--- src/rtl/core/gha_pkg.sv ---
// Shared types and constants for the generational handle allocator.
// Request and response payloads, queue entry and the epoch step function.
// No dependencies.
`timescale 1ns / 1ps

package gha_pkg;

    localparam logic [15:0] EPOCH_MAX = 16'hFFFF;

    typedef enum logic [1:0] {
        OP_ALLOC  = 2'd0,
        OP_FREE   = 2'd1,
        OP_LOOKUP = 2'd2,
        OP_NOP    = 2'd3
    } op_t;

    typedef struct packed {
        logic [1:0]  action;
        logic [31:0] handle_in;
    } req_t;

    typedef struct packed {
        logic        ok;
        logic [31:0] handle_out;
        logic [5:0]  slot_index;
        logic [15:0] slot_epoch;
    } rsp_t;

    // Classified request as it sits in the queue
    typedef struct packed {
        op_t         op;
        logic [31:0] handle;
        logic        hit;      // handle nonzero and index inside the pool
    } entry_t;

    typedef struct packed {
        logic   valid;
        entry_t entry;
    } queue_head_t;

    typedef struct packed {
        logic [15:0] wrap;
        logic [15:0] uniq;
    } epoch_t;

    // Step the wrap epoch; past the top it restarts at one and bumps the unique count
    function automatic epoch_t epoch_step(input epoch_t e);
        epoch_t r;
        if (e.wrap >= EPOCH_MAX) begin
            r.wrap = 16'd1;
            r.uniq = e.uniq + 16'd1;
        end
        else begin
            r.wrap = e.wrap + 16'd1;
            r.uniq = e.uniq;
        end
        return r;
    endfunction

endpackage

--- src/rtl/core/generational_handle_allocator.sv ---
// Generational handle allocator: a slot pool in BLOCKS blocks with next-fit
// search, each allocation stamped with a wrapping 16-bit epoch. Every request
// (allocate, free, look-up) takes two steps in the back-end sequencer: pop it
// from the queue and pick the lowest block with a free slot or issue the slot
// table read, then run the next-fit search or the handle compare and commit
// the result, and only then pop the next one. A two-entry queue and an output
// register keep the input side moving while a result waits. Used bits clear
// and block counters reset to the block size, so no clearing pass is needed.
// Depends on gha_pkg, gha_front, gha_back, gha_ram.
`timescale 1ns / 1ps

module generational_handle_allocator
    import gha_pkg::*;
#(
    parameter int SLOTS_PER_BLOCK = 32,
    parameter int BLOCKS          = 2,
    parameter int INDEX_BITS      = 16
) (
    input  logic clk,
    input  logic rst_n,
    input  logic req_valid,
    output logic req_stall,
    input  req_t req,
    output logic rsp_valid,
    input  logic rsp_stall,
    output rsp_t rsp
);

    localparam int TOTAL = BLOCKS * SLOTS_PER_BLOCK;
    localparam int AW    = $clog2(TOTAL);

    queue_head_t   head;
    logic          pop;
    logic          ram_wr_en;
    logic [AW-1:0] ram_wr_addr;
    logic [47:0]   ram_wr_data;
    logic          ram_rd_en;
    logic [AW-1:0] ram_rd_addr;
    logic [47:0]   ram_rd_data;

    gha_front #(
        .TOTAL_SLOTS (TOTAL),
        .INDEX_BITS  (INDEX_BITS)
    ) u_front (
        .clk       (clk),
        .rst_n     (rst_n),
        .req_valid (req_valid),
        .req_stall (req_stall),
        .req       (req),
        .pop       (pop),
        .head      (head)
    );

    gha_back #(
        .SLOTS_PER_BLOCK (SLOTS_PER_BLOCK),
        .BLOCKS          (BLOCKS),
        .INDEX_BITS      (INDEX_BITS)
    ) u_back (
        .clk         (clk),
        .rst_n       (rst_n),
        .head        (head),
        .pop         (pop),
        .ram_wr_en   (ram_wr_en),
        .ram_wr_addr (ram_wr_addr),
        .ram_wr_data (ram_wr_data),
        .ram_rd_en   (ram_rd_en),
        .ram_rd_addr (ram_rd_addr),
        .ram_rd_data (ram_rd_data),
        .rsp_valid   (rsp_valid),
        .rsp_stall   (rsp_stall),
        .rsp         (rsp)
    );

    // slot table: stored handle in the upper 32 bits, unique count below
    gha_ram #(
        .WIDTH (48),
        .DEPTH (TOTAL)
    ) u_slot_ram (
        .clk     (clk),
        .wr_en   (ram_wr_en),
        .wr_addr (ram_wr_addr),
        .wr_data (ram_wr_data),
        .rd_en   (ram_rd_en),
        .rd_addr (ram_rd_addr),
        .rd_data (ram_rd_data)
    );

endmodule

--- src/rtl/core/gha_ram.sv ---
// Generic single-write, single-read RAM with registered read data.
// No dependencies.
`timescale 1ns / 1ps

module gha_ram #(
    parameter int WIDTH = 48,
    parameter int DEPTH = 64,
    localparam int AW = (DEPTH > 1) ? $clog2(DEPTH) : 1
) (
    input  logic             clk,
    input  logic             wr_en,
    input  logic [AW-1:0]    wr_addr,
    input  logic [WIDTH-1:0] wr_data,
    input  logic             rd_en,
    input  logic [AW-1:0]    rd_addr,
    output logic [WIDTH-1:0] rd_data
);

    logic [WIDTH-1:0] mem_reg [DEPTH];
    logic [WIDTH-1:0] rd_data_reg;

    always_ff @(posedge clk)
    begin
        if (wr_en)
        begin
            mem_reg[wr_addr] <= wr_data;
        end
        if (rd_en)
        begin
            rd_data_reg <= mem_reg[rd_addr];
        end
    end

    assign rd_data = rd_data_reg;

endmodule

--- src/rtl/core/gha_front.sv ---
// Front end: accepts requests, decodes the action, checks the handle range
// and holds classified requests in a two-entry queue. Depends on gha_pkg.
`timescale 1ns / 1ps

module gha_front
    import gha_pkg::*;
#(
    parameter int TOTAL_SLOTS = 64,
    parameter int INDEX_BITS  = 16
) (
    input  logic        clk,
    input  logic        rst_n,
    input  logic        req_valid,
    output logic        req_stall,
    input  req_t        req,
    input  logic        pop,
    output queue_head_t head
);

    entry_t      entry_reg [2];
    logic        wr_ptr_reg;
    logic        rd_ptr_reg;
    logic [1:0]  count_reg;
    entry_t      cls;
    logic [31:0] idx;
    logic        push;
    logic        do_pop;

    always_comb
    begin
        idx = 32'(req.handle_in[INDEX_BITS-1:0]);
        case (req.action)
            OP_ALLOC:  cls.op = OP_ALLOC;
            OP_FREE:   cls.op = OP_FREE;
            OP_LOOKUP: cls.op = OP_LOOKUP;
            default:   cls.op = OP_NOP;
        endcase
        cls.handle = req.handle_in;
        cls.hit    = (req.handle_in != 32'd0) && (idx < 32'(TOTAL_SLOTS));
    end

    assign req_stall  = (count_reg == 2'd2);
    assign push       = req_valid && !req_stall;
    assign do_pop     = pop && (count_reg != 2'd0);
    assign head.valid = (count_reg != 2'd0);
    assign head.entry = entry_reg[rd_ptr_reg];

    always_ff @(posedge clk)
    begin
        if (push)
        begin
            entry_reg[wr_ptr_reg] <= cls;
        end
    end

    always_ff @(posedge clk or negedge rst_n)
    begin
        if (!rst_n)
        begin
            wr_ptr_reg <= 1'b0;
            rd_ptr_reg <= 1'b0;
            count_reg  <= 2'd0;
        end
        else
        begin
            if (push)
            begin
                wr_ptr_reg <= !wr_ptr_reg;
            end
            if (do_pop)
            begin
                rd_ptr_reg <= !rd_ptr_reg;
            end
            case ({push, do_pop})
                2'b10:   count_reg <= count_reg + 2'd1;
                2'b01:   count_reg <= count_reg - 2'd1;
                default: count_reg <= count_reg;
            endcase
        end
    end

endmodule

--- src/rtl/core/gha_back.sv ---
// Back end: two-step sequencer that runs allocate, free and look-up against
// the used bits, block counters and the slot table RAM. Depends on gha_pkg.
`timescale 1ns / 1ps

module gha_back
    import gha_pkg::*;
#(
    parameter int SLOTS_PER_BLOCK = 32,
    parameter int BLOCKS          = 2,
    parameter int INDEX_BITS      = 16,
    localparam int TOTAL = BLOCKS * SLOTS_PER_BLOCK,
    localparam int AW    = $clog2(TOTAL)
) (
    input  logic          clk,
    input  logic          rst_n,
    input  queue_head_t   head,
    output logic          pop,
    output logic          ram_wr_en,
    output logic [AW-1:0] ram_wr_addr,
    output logic [47:0]   ram_wr_data,
    output logic          ram_rd_en,
    output logic [AW-1:0] ram_rd_addr,
    input  logic [47:0]   ram_rd_data,
    output logic          rsp_valid,
    input  logic          rsp_stall,
    output rsp_t          rsp
);

    localparam int S  = SLOTS_PER_BLOCK;
    localparam int PW = $clog2(S);
    localparam int BW = (BLOCKS > 1) ? $clog2(BLOCKS) : 1;
    localparam int CW = $clog2(S + 1);

    typedef enum logic [1:0] {
        ST_IDLE = 2'b01,
        ST_EXEC = 2'b10
    } state_t;

    state_t                        state_reg;
    op_t                           op_reg;
    logic [31:0]                   handle_reg;
    logic                          hit_reg;
    logic                          found_reg;
    logic [BW-1:0]                 blk_reg;
    logic [PW-1:0]                 pos_reg;
    logic [BLOCKS-1:0][S-1:0]      used_reg;
    logic [BLOCKS-1:0][CW-1:0]     cnt_reg;
    logic [BLOCKS-1:0][PW-1:0]     next_reg;
    epoch_t                        epoch_reg;
    logic                          rsp_valid_reg;
    rsp_t                          rsp_reg;

    // pop-side decode
    logic [AW-1:0] q_g;
    logic [BW-1:0] sel_blk;
    logic          sel_found;
    logic [BW-1:0] idx_blk;
    logic [PW-1:0] idx_pos;

    // execute-side logic
    logic [S-1:0]  uvec;
    logic [PW-1:0] nxt;
    logic          hi_found;
    logic [PW-1:0] hi_pos;
    logic          any_found;
    logic [PW-1:0] any_pos;
    logic          wrap;
    logic [PW-1:0] pick_pos;
    logic          pick_ok;
    logic          at_end;
    logic [PW-1:0] nxt_new;
    epoch_t        ep1;
    epoch_t        ep2;
    logic [AW-1:0] cur_g;
    logic [47:0]   h48;
    logic [31:0]   new_handle;
    logic          match;
    logic          rsp_free;
    logic          commit;
    rsp_t          res;

    always_comb
    begin
        q_g       = AW'(32'(head.entry.handle[INDEX_BITS-1:0]));
        sel_blk   = '0;
        sel_found = 1'b0;
        for (int b = BLOCKS - 1; b >= 0; b--)
        begin
            if (cnt_reg[b] != '0)
            begin
                sel_blk   = BW'(b);
                sel_found = 1'b1;
            end
        end
        idx_blk = '0;
        for (int b = 1; b < BLOCKS; b++)
        begin
            if (32'(q_g) >= 32'(b * S))
            begin
                idx_blk = BW'(b);
            end
        end
        idx_pos = PW'(32'(q_g) - 32'(idx_blk) * 32'(S));
    end

    assign pop         = (state_reg == ST_IDLE) && head.valid;
    assign ram_rd_en   = pop;
    assign ram_rd_addr = q_g;

    // Next-fit search: first free slot at or above the pointer, else the lowest one
    always_comb
    begin
        uvec      = used_reg[blk_reg];
        nxt       = next_reg[blk_reg];
        hi_found  = 1'b0;
        hi_pos    = '0;
        any_found = 1'b0;
        any_pos   = '0;
        for (int i = S - 1; i >= 0; i--)
        begin
            if (!uvec[i])
            begin
                any_found = 1'b1;
                any_pos   = PW'(i);
                if (32'(i) >= 32'(nxt))
                begin
                    hi_found = 1'b1;
                    hi_pos   = PW'(i);
                end
            end
        end
        wrap     = !hi_found;
        pick_pos = wrap ? any_pos : hi_pos;
        pick_ok  = found_reg && any_found;
        ep1      = wrap ? epoch_step(epoch_reg) : epoch_reg;
        at_end   = (32'(pick_pos) == 32'(S - 1));
        nxt_new  = at_end ? '0 : PW'(32'(pick_pos) + 32'd1);
        ep2      = at_end ? epoch_step(ep1) : ep1;
    end

    always_comb
    begin
        cur_g = (op_reg == OP_ALLOC)
              ? AW'(32'(blk_reg) * 32'(S) + 32'(pick_pos))
              : AW'(32'(blk_reg) * 32'(S) + 32'(pos_reg));
        h48   = (48'(ep1.wrap) << INDEX_BITS)
              | (48'(cur_g) & ((48'd1 << INDEX_BITS) - 48'd1));
        new_handle = h48[31:0];
        match = hit_reg && used_reg[blk_reg][pos_reg]
              && (ram_rd_data[47:16] == handle_reg);

        res = '0;
        case (op_reg)
            OP_ALLOC:
            begin
                if (pick_ok)
                begin
                    res.ok         = 1'b1;
                    res.handle_out = new_handle;
                    res.slot_index = 6'(32'(cur_g));
                    res.slot_epoch = ep1.uniq;
                end
            end
            OP_FREE, OP_LOOKUP:
            begin
                if (match)
                begin
                    res.ok         = 1'b1;
                    res.slot_index = 6'(32'(cur_g));
                    res.slot_epoch = ram_rd_data[15:0];
                end
            end
            default:
            begin
                res = '0;
            end
        endcase
    end

    assign rsp_free    = !rsp_valid_reg || !rsp_stall;
    assign commit      = (state_reg == ST_EXEC) && rsp_free;
    assign ram_wr_en   = commit && (op_reg == OP_ALLOC) && pick_ok;
    assign ram_wr_addr = cur_g;
    assign ram_wr_data = {new_handle, ep1.uniq};

    always_ff @(posedge clk)
    begin
        if (pop)
        begin
            op_reg     <= head.entry.op;
            handle_reg <= head.entry.handle;
            hit_reg    <= head.entry.hit;
            found_reg  <= sel_found;
            pos_reg    <= idx_pos;
            blk_reg    <= (head.entry.op == OP_ALLOC) ? sel_blk : idx_blk;
        end
        if (commit)
        begin
            rsp_reg <= res;
        end
    end

    always_ff @(posedge clk or negedge rst_n)
    begin
        if (!rst_n)
        begin
            state_reg     <= ST_IDLE;
            used_reg      <= '0;
            next_reg      <= '0;
            for (int b = 0; b < BLOCKS; b++)
            begin
                cnt_reg[b] <= CW'(S);
            end
            epoch_reg     <= '{wrap: 16'd1, uniq: 16'd0};
            rsp_valid_reg <= 1'b0;
        end
        else
        begin
            case (state_reg)
                ST_IDLE:
                begin
                    if (pop)
                    begin
                        state_reg <= ST_EXEC;
                    end
                end
                ST_EXEC:
                begin
                    if (commit)
                    begin
                        state_reg <= ST_IDLE;
                        if ((op_reg == OP_ALLOC) && pick_ok)
                        begin
                            used_reg[blk_reg][pick_pos] <= 1'b1;
                            cnt_reg[blk_reg]            <= cnt_reg[blk_reg] - CW'(1);
                            next_reg[blk_reg]           <= nxt_new;
                            epoch_reg                   <= ep2;
                        end
                        if ((op_reg == OP_FREE) && match)
                        begin
                            used_reg[blk_reg][pos_reg] <= 1'b0;
                            cnt_reg[blk_reg]           <= cnt_reg[blk_reg] + CW'(1);
                        end
                    end
                end
                default:
                begin
                    state_reg <= ST_IDLE;
                end
            endcase

            // hold the result until it is taken
            if (commit)
            begin
                rsp_valid_reg <= 1'b1;
            end
            else if (!rsp_stall)
            begin
                rsp_valid_reg <= 1'b0;
            end
        end
    end

    assign rsp_valid = rsp_valid_reg;
    assign rsp       = rsp_reg;

endmodule

--- config.mk ---
export PLATFORM = sky130hd
export DESIGN_NAME = generational_handle_allocator
export DESIGN_NICKNAME = d
export VERILOG_FILES = /design/src/rtl/core/gha_pkg.sv /design/src/rtl/core/generational_handle_allocator.sv /design/src/rtl/core/gha_ram.sv /design/src/rtl/core/gha_front.sv /design/src/rtl/core/gha_back.sv
export SDC_FILE = /design/constraint.sdc
export NUM_CORES = 2
export LEC_CHECK = 0
export BUFFER_PORTS_ARGS = -buffer_cell sky130_fd_sc_hd__clkbuf_2
export CELL_PAD_IN_SITES_DETAIL_PLACEMENT = 1
export CELL_PAD_IN_SITES_GLOBAL_PLACEMENT = 1
export CORE_MARGIN = 1
export CORE_UTILIZATION = 50
export DETAILED_ROUTE_END_ITERATION = 10
export GPL_ROUTABILITY_DRIVEN = 0
export PLACE_DENSITY = 0.78
export SYNTH_ARGS = -nofsm -noshare
export SYNTH_HDL_FRONTEND = slang
export SYNTH_SLANG_ARGS = --single-unit
--- constraint.sdc ---
create_clock -name clk -period 9.85 [get_ports clk]
set_clock_uncertainty 0.05 [all_clocks]
set_input_delay 0 -clock clk [delete_from_list [all_inputs] [get_ports clk]]
set_output_delay 0 -clock clk [all_outputs]
set_load 0.01 [all_outputs]
### Word-level counts from Yosys, hierarchy flattened

Memory sizes are Yosys's and may differ from the RTL's. A register that Yosys moved wholly into a read port is not among the register bits.
Index checks and enable logic that the tools add are counted.

* $add $sub $neg: 12
* magnitude comparators: 41
* equal/unequal tests: 14
* multiplexer cells: 246
* bitwise operators: 4
* reductions and logical operators: 34

Operators by type and width (count)
* 2-to-1 mux 5 bit: 99
* 2-to-1 mux 32 bit: 8
* 2-to-1 mux 64 bit: 4
* 2-to-1 mux 1 bit: 108
* >= comparator 5 bit, first input constant: 15
* adder 16 x 1 -> 16 bit, second input constant: 4
* AND 64 bit: 1
* demux 32 bit (select 1 bit): 2
* NOT 64 bit: 1
* bitwise OR 64 bit: 1
* 2-to-1 mux 55 bit: 1
* 2-to-1 mux 12 bit: 4
* case mux 22 bit (2 select lines): 1
* >= comparator 4 x 5 -> 1 bit, first input constant: 8
* == test 32 bit: 1
* >= comparator 16 bit, second input constant: 2
* bitwise OR 32 x 6 -> 32 bit: 1
* nonzero test 32 bit: 1
* bitwise mux 12 bit: 2
* 2-to-1 mux 6 bit: 4
* 2-to-1 mux 22 bit: 1
* >= comparator 3 x 5 -> 1 bit, first input constant: 4
* less-than comparator 16 x 7 -> 1 bit, second input constant: 1
* logical AND 1 bit: 15
* other kinds (36): 62

* register bits: 222
* RAM bits: 3142
* input bits: 38
* output and inout bits: 57
* word-level logic and storage cells: 376
* memories: 2

Memories
* u_slot_ram.mem_reg: words 64, bits a word 48, rd ports 1, clocked after Yosys merged registers in 1, wr ports 1, RTL line gha_ram.sv:19 `logic [WIDTH-1:0] mem_reg [DEPTH];`
* u_front.entry_reg: words 2, bits a word 35, rd ports 1, clocked after Yosys merged registers in 0, wr ports 1, RTL line gha_front.sv:20 `entry_t entry_reg [2];`

### Depth between registers and ports, before layout

* word-level depth: 78
* depth in mapped cells: 28
* gate-level depth less buffers: 18

### Hierarchy

From an unflattened synthesis, not the netlist that was laid out.

* cells, all modules: 6574
* area total of the unflattened synthesis: 133763.3 um^2

Modules (own cells, without submodules)
* gha_ram: times used 1, cells an instance 4970, area each 117597.8 um^2, seq. area each 93689.9 um^2
* gha_back: times used 1, cells an instance 1463, area each 13346.6 um^2, seq. area each 5495.3 um^2
* gha_front: times used 1, cells an instance 141, area each 2819.0 um^2, seq. area each 2202.1 um^2

### Least setup slack after synthesis

Ideal clock, no wire load.

* kind: reg-to-reg
* from: register u_back.blk_reg
* to: register u_back.epoch_reg[14] (netlist bit)
* setup time: 0.072 ns
* arrival time: 7.824 ns
* data required time: 9.728 ns
* path slack: 1.903 ns
* stages on the path, launching flop included: 21
* period minus slack after synthesis: 7.947 ns
* cell sequence: edfxtp_1 -> buf_6 -> buf_12 -> buf_12 -> buf_12 -> buf_4 -> nand2_1 -> o22a_1 -> a31oi_1 -> nand3_1 -> nor3_4 -> nand2_1 -> clkbuf_1 -> o21ai_0 -> ha_1 -> nand2_1 -> a21oi_1 -> and4_1 -> nand4_1 -> or4_1 -> nand3_1

* word-level cells in the longest chain between the ends: 69

Ends and longest elaborated chain
* from (decl): RTL line gha_back.sv:44 `logic [BW-1:0] blk_reg;`
* from (signal assigned): RTL line gha_back.sv:195 `blk_reg <= (head.entry.op == OP_ALLOC) ? sel_blk : idx_blk;`
* 2-to-1 mux 5 bit (implied by the code) or 2-to-1 mux 32 bit (tied branches) (2 in a row): RTL line gha_back.sv:114, gha_back.sv:113
* >= comparator 5 bit or 2-to-1 mux 1 bit (tied branches): RTL line gha_back.sv:125, gha_back.sv:121
* 2-to-1 mux 1 bit: RTL line gha_back.sv:125 `if (32'(i) >= 32'(nxt))`
* 2-to-1 mux 1 bit: RTL line gha_back.sv:121 `if (!uvec[i])`
* 2-to-1 mux 1 bit: RTL line gha_back.sv:125
* 2-to-1 mux 1 bit: RTL line gha_back.sv:121
* 2-to-1 mux 1 bit: RTL line gha_back.sv:125
* 2-to-1 mux 1 bit: RTL line gha_back.sv:121
* [52 not listed]
* 2-to-1 mux 1 bit: RTL line gha_back.sv:125
* 2-to-1 mux 1 bit: RTL line gha_back.sv:121
* 2-to-1 mux 1 bit: RTL line gha_back.sv:125
* 2-to-1 mux 1 bit: RTL line gha_back.sv:121
* 2-to-1 mux 32 bit: RTL line gha_back.sv:135 `ep1 = wrap ? epoch_step(epoch_reg) : epoch_reg;`
* adder 16 x 1 -> 16 bit or >= comparator 16 bit (tied branches): RTL line gha_pkg.sv:51, gha_pkg.sv:49
* 2-to-1 mux 32 bit: RTL line gha_pkg.sv:49 `if (e.wrap >= EPOCH_MAX) begin`
* 2-to-1 mux 32 bit: RTL line gha_back.sv:138 `ep2 = at_end ? epoch_step(ep1) : ep1;`
* to (signal assigned): RTL line gha_back.sv:214 `epoch_reg <= '{wrap: 16'd1, uniq: 16'd0};`
* to (signal assigned): RTL line gha_back.sv:237 `epoch_reg <= ep2;`
* to (decl): RTL line gha_back.sv:49 `epoch_t epoch_reg;`

Several ways; a longest one is shown, not always the timed one. The select of a mux whose other input is x is not followed.
A chain may end at the register's enable or synchronous reset.

### Worst setup path after layout

Ends and elaborated chain as after synthesis.

==> reports/results.txt <==
Counting along the longest clock path gives a buffer depth of 4. In this run the number of H-tree levels came out at 5. The sequential cell fraction of total power is 37.3%. From synthesis to final layout, the design area changed by 12.5%.

For the pin with the worst max-slew slack, the measured transition is 1.38 ns. The net count of the finished layout is 9208. sky130_fd_sc_hd__edfxtp_1 takes more of the synthesized area than any other cell. The worst register-to-register path begins at u_back.blk_reg$_DFFE_PP_. Kind of start point of the critical path: a flip-flop.

Post-cts sizing count: 0. In this run the tightest slew margin relative to its limit is 7.45%. The number of placement rows was 174. Setup repair after global routing left no endpoint under its margin. The post-route netlist has 9.36% of its cells at a drive strength greater than 1.

The logs give 34.1% for the logic gate share of total power and 246 uV for the maximum resistive drop on vdd. The worst hold path belongs to the class in -> reg. In this run the horizontal extent of the chip is 478 um.

The wire-length estimate of the detail-placed layout is 220000 um. The detailed router put a total of 144000 um of wire on met1. Count of flip-flops with a built-in enable after synthesis: 2622. The detailed router used layers up to and including met5. For this block, the routed nets add up to 393000 um of wire.

In this run the post-CTS setup repair buffer count came out at 0. After the first detailed-routing iteration, the DRC count stood at 10800. The worst hold path depth came out at 5.

The first detailed-routing pass ran for 9 iterations. Global routing finished with a remaining overflow of 0. For this run, the top clock speed supported by timing is 109 MHz. The run gives 33.8% as the overall routing resource usage. The clock reaches the later pin of the worst-skew pair after 0.94 ns.

The checks that failed: design-rule violations. The vertical extent of the die is 478 um. The library cell used most frequently in the layout, excluding fill and tap cells, is sky130_fd_sc_hd__edfxtp_1. The setup path with the least slack is of type reg -> reg. After synthesis the cells add up to 113000 um2. CTS placed an instance of sky130_fd_sc_hd__clkbuf_16 at the clock tree root. The flip-flop and latch count after synthesis came out at 2747. Wire segments on met3 add up to 36000 um in the final route. The die covers 229000 um2. The total number of yosys warnings is 0, and the number of flip-flops under the largest register name is 2432.

For the sequential fraction of the synthesis area, the log shows 72.2%. The post-detailed-route count of antenna-violating nets is 0. Yosys attributes the largest share of cell area to sky130_fd_sc_hd__edfxtp_1 (69%), sky130_fd_sc_hd__nand2_1 (8.5%), sky130_fd_sc_hd__nand3_1 (5.6%).

The delay of the slowest critical-path stage was 1.05 ns; the final setup violation count was 0. The slowest stage of the critical path is the sky130_fd_sc_hd__edfxtp_1 cell. The number of global-route vias before repair is 84800, and the average instance area after synthesis is 12.5 um2. The final sum of negative setup slack was 0 ns. The post-layout instance area is 128000 um2.

After detailed placement, the total cell area comes to 118000 um2. The number of standard cells after synthesis is 9109. The run gives 32 as the final routed DRC violation total. Traced cell by cell, the critical path runs through buf_12 -> buf_4 -> mux2i_1 -> o311a_1 -> a2111o_1 -> nor2b_1 -> nand2_1 -> nand2_1 -> o211ai_1 -> ha_1 -> nor2b_1 -> and2_1 -> ha_1 -> nand2_1 -> a21oi_1 -> and4_1 -> nand4_1 -> or4_1 -> nand3_1. Of the total power, the clock network draws 28.6%. In the routed layout, each cell is associated on average with a via count of 6.62. After clock tree synthesis, the clock-pin slew on the worst setup and hold paths is 0.07 ns. Among cell families on the critical path, the largest total delay comes from simple AND/OR/NAND/NOR gates. Of the available clock period, the critical path in the final layout requires 93.5%. The power per cell area works out to 292 nW/um2. In the layout the commonest cells are sky130_fd_sc_hd__edfxtp_1 (2622), sky130_fd_sc_hd__nand2_1 (2573), sky130_fd_sc_hd__nand3_1 (1272). TritonCTS built the clock tree.

The routed design could run at a clock period as short as 9.21 ns. During I/O placement, the number of pins put on the boundary was 95. The analysis attributes to net switching a power of 14.3 mW. The number of port buffers was 84.

Summed over all cells, the static leakage comes to 42.2 nW. The tools report the worst hold path endpoint as u_front.entry_reg[0][0]$_DFFE_PP_. The worst register-to-register path has a depth of 19. The maximum net fanout on the critical path was 50; the number of hold-repair buffers added at the cts stage was 81. The number of buffers and inverters on the critical path is 2, and the maximum number of pins on one net before global-route repair is 156.

The netlist uses 92 different library cells. The first global-routing pass estimated 568000 um of wire. For the number of inserted filler cells in the final layout, the log shows 22100. For the critical path arrival, the log shows 10.03 ns. The startpoint identified for the worst hold timing path is req[10]. The tools report the number of max-cap violations as 0. Among all flip-flop cells after synthesis, the most frequent one is sky130_fd_sc_hd__edfxtp_1.

The tools report the endpoint of the most critical register-to-register path as u_back.epoch_reg[14]$_DFFE_PN0P_. The initial utilization of the core area, before any placement, comes to 50.4%. Total count of hold-check failures in the final report: 0. The tools report the number of pins exceeding their max-slew limit in the final report as 0. The internal power of the cells totals 22.9 mW.

After synthesis, the largest area contributor takes up 69.4% of total cell area. The switching fraction of total power came out at 38.5%. The logs give 0.0278 ns for the minimum hold slack and 299 for the total clock buffers created by CTS.

The worst reg-to-reg setup slack was 0.64 ns. Counting every sink on the clock net gives 2747. Dividing the detail-routed wire length by the instance count gives 31.8 um.

The core area was 225000 um2; the share of synthesized registers carrying an async set or reset was 4.55%. The via total after detailed routing came out at 81800. Summed over all nets, wire length on met2 after detailed routing comes to 189000 um. Endpoint type of the worst setup path: a flip-flop. The tools report the data required time of the worst path as 10.68 ns. At the end of the flow the core is filled with cells to 56.7%. Dominant cell type by count on the critical path: sky130_fd_sc_hd__nand2_1.

Number of antenna violations at the first check in global routing: 19. The flow ran to the end, but the final reports show violations.
power by group through the flow:
stage / sequential, mW / clock, mW / combinational [mW]
after floorplan: 14.0 / 0 / 7.25
after global placement: 14.1 / 0 / 11.6
after detailed placement: 14.1 / 0 / 12.2
after CTS: 13.9 / 10.7 / 12.4
after global routing: 13.9 / 11.0 / 13.3
final: 13.9 / 10.6 / 12.7
worst register-to-register path: stages, from the launching register on:
cell and delay [ns]:
sky130_fd_sc_hd__edfxtp_1 1.05, sky130_fd_sc_hd__buf_12 0.34, sky130_fd_sc_hd__buf_4 0.34, sky130_fd_sc_hd__mux2i_1 0.75
sky130_fd_sc_hd__o311a_1 0.37, sky130_fd_sc_hd__a2111o_1 0.20, sky130_fd_sc_hd__nor2b_1 0.15, sky130_fd_sc_hd__nand2_1 0.58
sky130_fd_sc_hd__nand2_1 0.15, sky130_fd_sc_hd__o211ai_1 0.84, sky130_fd_sc_hd__ha_1 0.60, sky130_fd_sc_hd__nor2b_1 0.79
sky130_fd_sc_hd__and2_1 0.23, sky130_fd_sc_hd__ha_1 0.47, sky130_fd_sc_hd__nand2_1 0.16, sky130_fd_sc_hd__a21oi_1 0.41
sky130_fd_sc_hd__and4_1 0.63, sky130_fd_sc_hd__nand4_1 0.43, sky130_fd_sc_hd__or4_1 0.52, sky130_fd_sc_hd__nand3_1 0.09
cell families (layout without fill, tap and decap cells):
group | Yosys count | count (layout) | synth area share [%]
AND/OR/NAND/NOR | 4524 | 4524 | 17.4
flip-flops | 2747 | 2747 | 72.2
AO/OA/AOI/OAI | 939 | 939 | 6.14
buffers and inverters | 706 | 951 | 2.46
multiplexers | 101 | 101 | 1.04
XOR/XNOR | 76 | 76 | 0.587
adder cells (fa/ha/maj) | 15 | 15 | 0.165
other | 1 | 16 | 0.00331
cell usage after synthesis (56+ instances only):
library cell               instances
sky130_fd_sc_hd__a21oi_1         208
sky130_fd_sc_hd__a311oi_1        420
sky130_fd_sc_hd__a31oi_1          85
sky130_fd_sc_hd__and3_1          177
sky130_fd_sc_hd__buf_1            56
sky130_fd_sc_hd__clkbuf_1        555
sky130_fd_sc_hd__dfrtp_1         121
sky130_fd_sc_hd__edfxtp_1       2622
sky130_fd_sc_hd__inv_1            59
sky130_fd_sc_hd__nand2_1        2573
sky130_fd_sc_hd__nand3_1        1272
sky130_fd_sc_hd__nor2_1          215
sky130_fd_sc_hd__nor3_1           83
layout make-up:
class / count / area, um2 / share of cell area, %
flip-flops and latches: 2747 / 81900 / 64.2
multi-input cells: 5665 / 29600 / 23.2
clock buffers: 362 / 7860 / 6.16
well taps: 2992 / 3740 / 2.93
repair buffers: 379 / 3150 / 2.47
clock inverters: 147 / 1080 / 0.849
inverters: 63 / 264 / 0.207
diodes: 6 / 15.0 / 0.0118
worst max-delay path by stage:
stage                             start                          endpoint  slack, ns  cells after the start
2_1_floorplan  u_back.blk_reg$_DFFE_PP_  u_back.epoch_reg[14]$_DFFE_PN0P_       1.90                     20
5_1_grt        u_back.blk_reg$_DFFE_PP_  u_back.epoch_reg[14]$_DFFE_PN0P_       0.38                     19
3_5_place_dp   u_back.blk_reg$_DFFE_PP_  u_back.epoch_reg[14]$_DFFE_PN0P_       1.04                     19
6_report       u_back.blk_reg$_DFFE_PP_  u_back.epoch_reg[14]$_DFFE_PN0P_       0.64                     19
3_3_place_gp   u_back.blk_reg$_DFFE_PP_  u_back.epoch_reg[14]$_DFFE_PN0P_       1.30                     19
4_1_cts        u_back.blk_reg$_DFFE_PP_  u_back.epoch_reg[14]$_DFFE_PN0P_       0.96                     19
stage by stage:
step           std cells  worst slack (ns)  power, mW
2_1_floorplan       9118              1.90       21.3
4_1_cts            12400             0.963       36.9
5_1_grt            12400             0.378       38.2
6_report           12400             0.642       37.2
3_3_place_gp       11800              1.30       25.7
3_5_place_dp       11800              1.04       26.2
routing by layer:
metal  vias to the layer above  GRT usage [%]
met2                      4890           55.6
met4                        12           17.7
met1                     42100           43.1
li1                      33700              -
met5                         -              0
met3                      1139           5.58
Note: power is estimated with default switching activity, not from simulation.
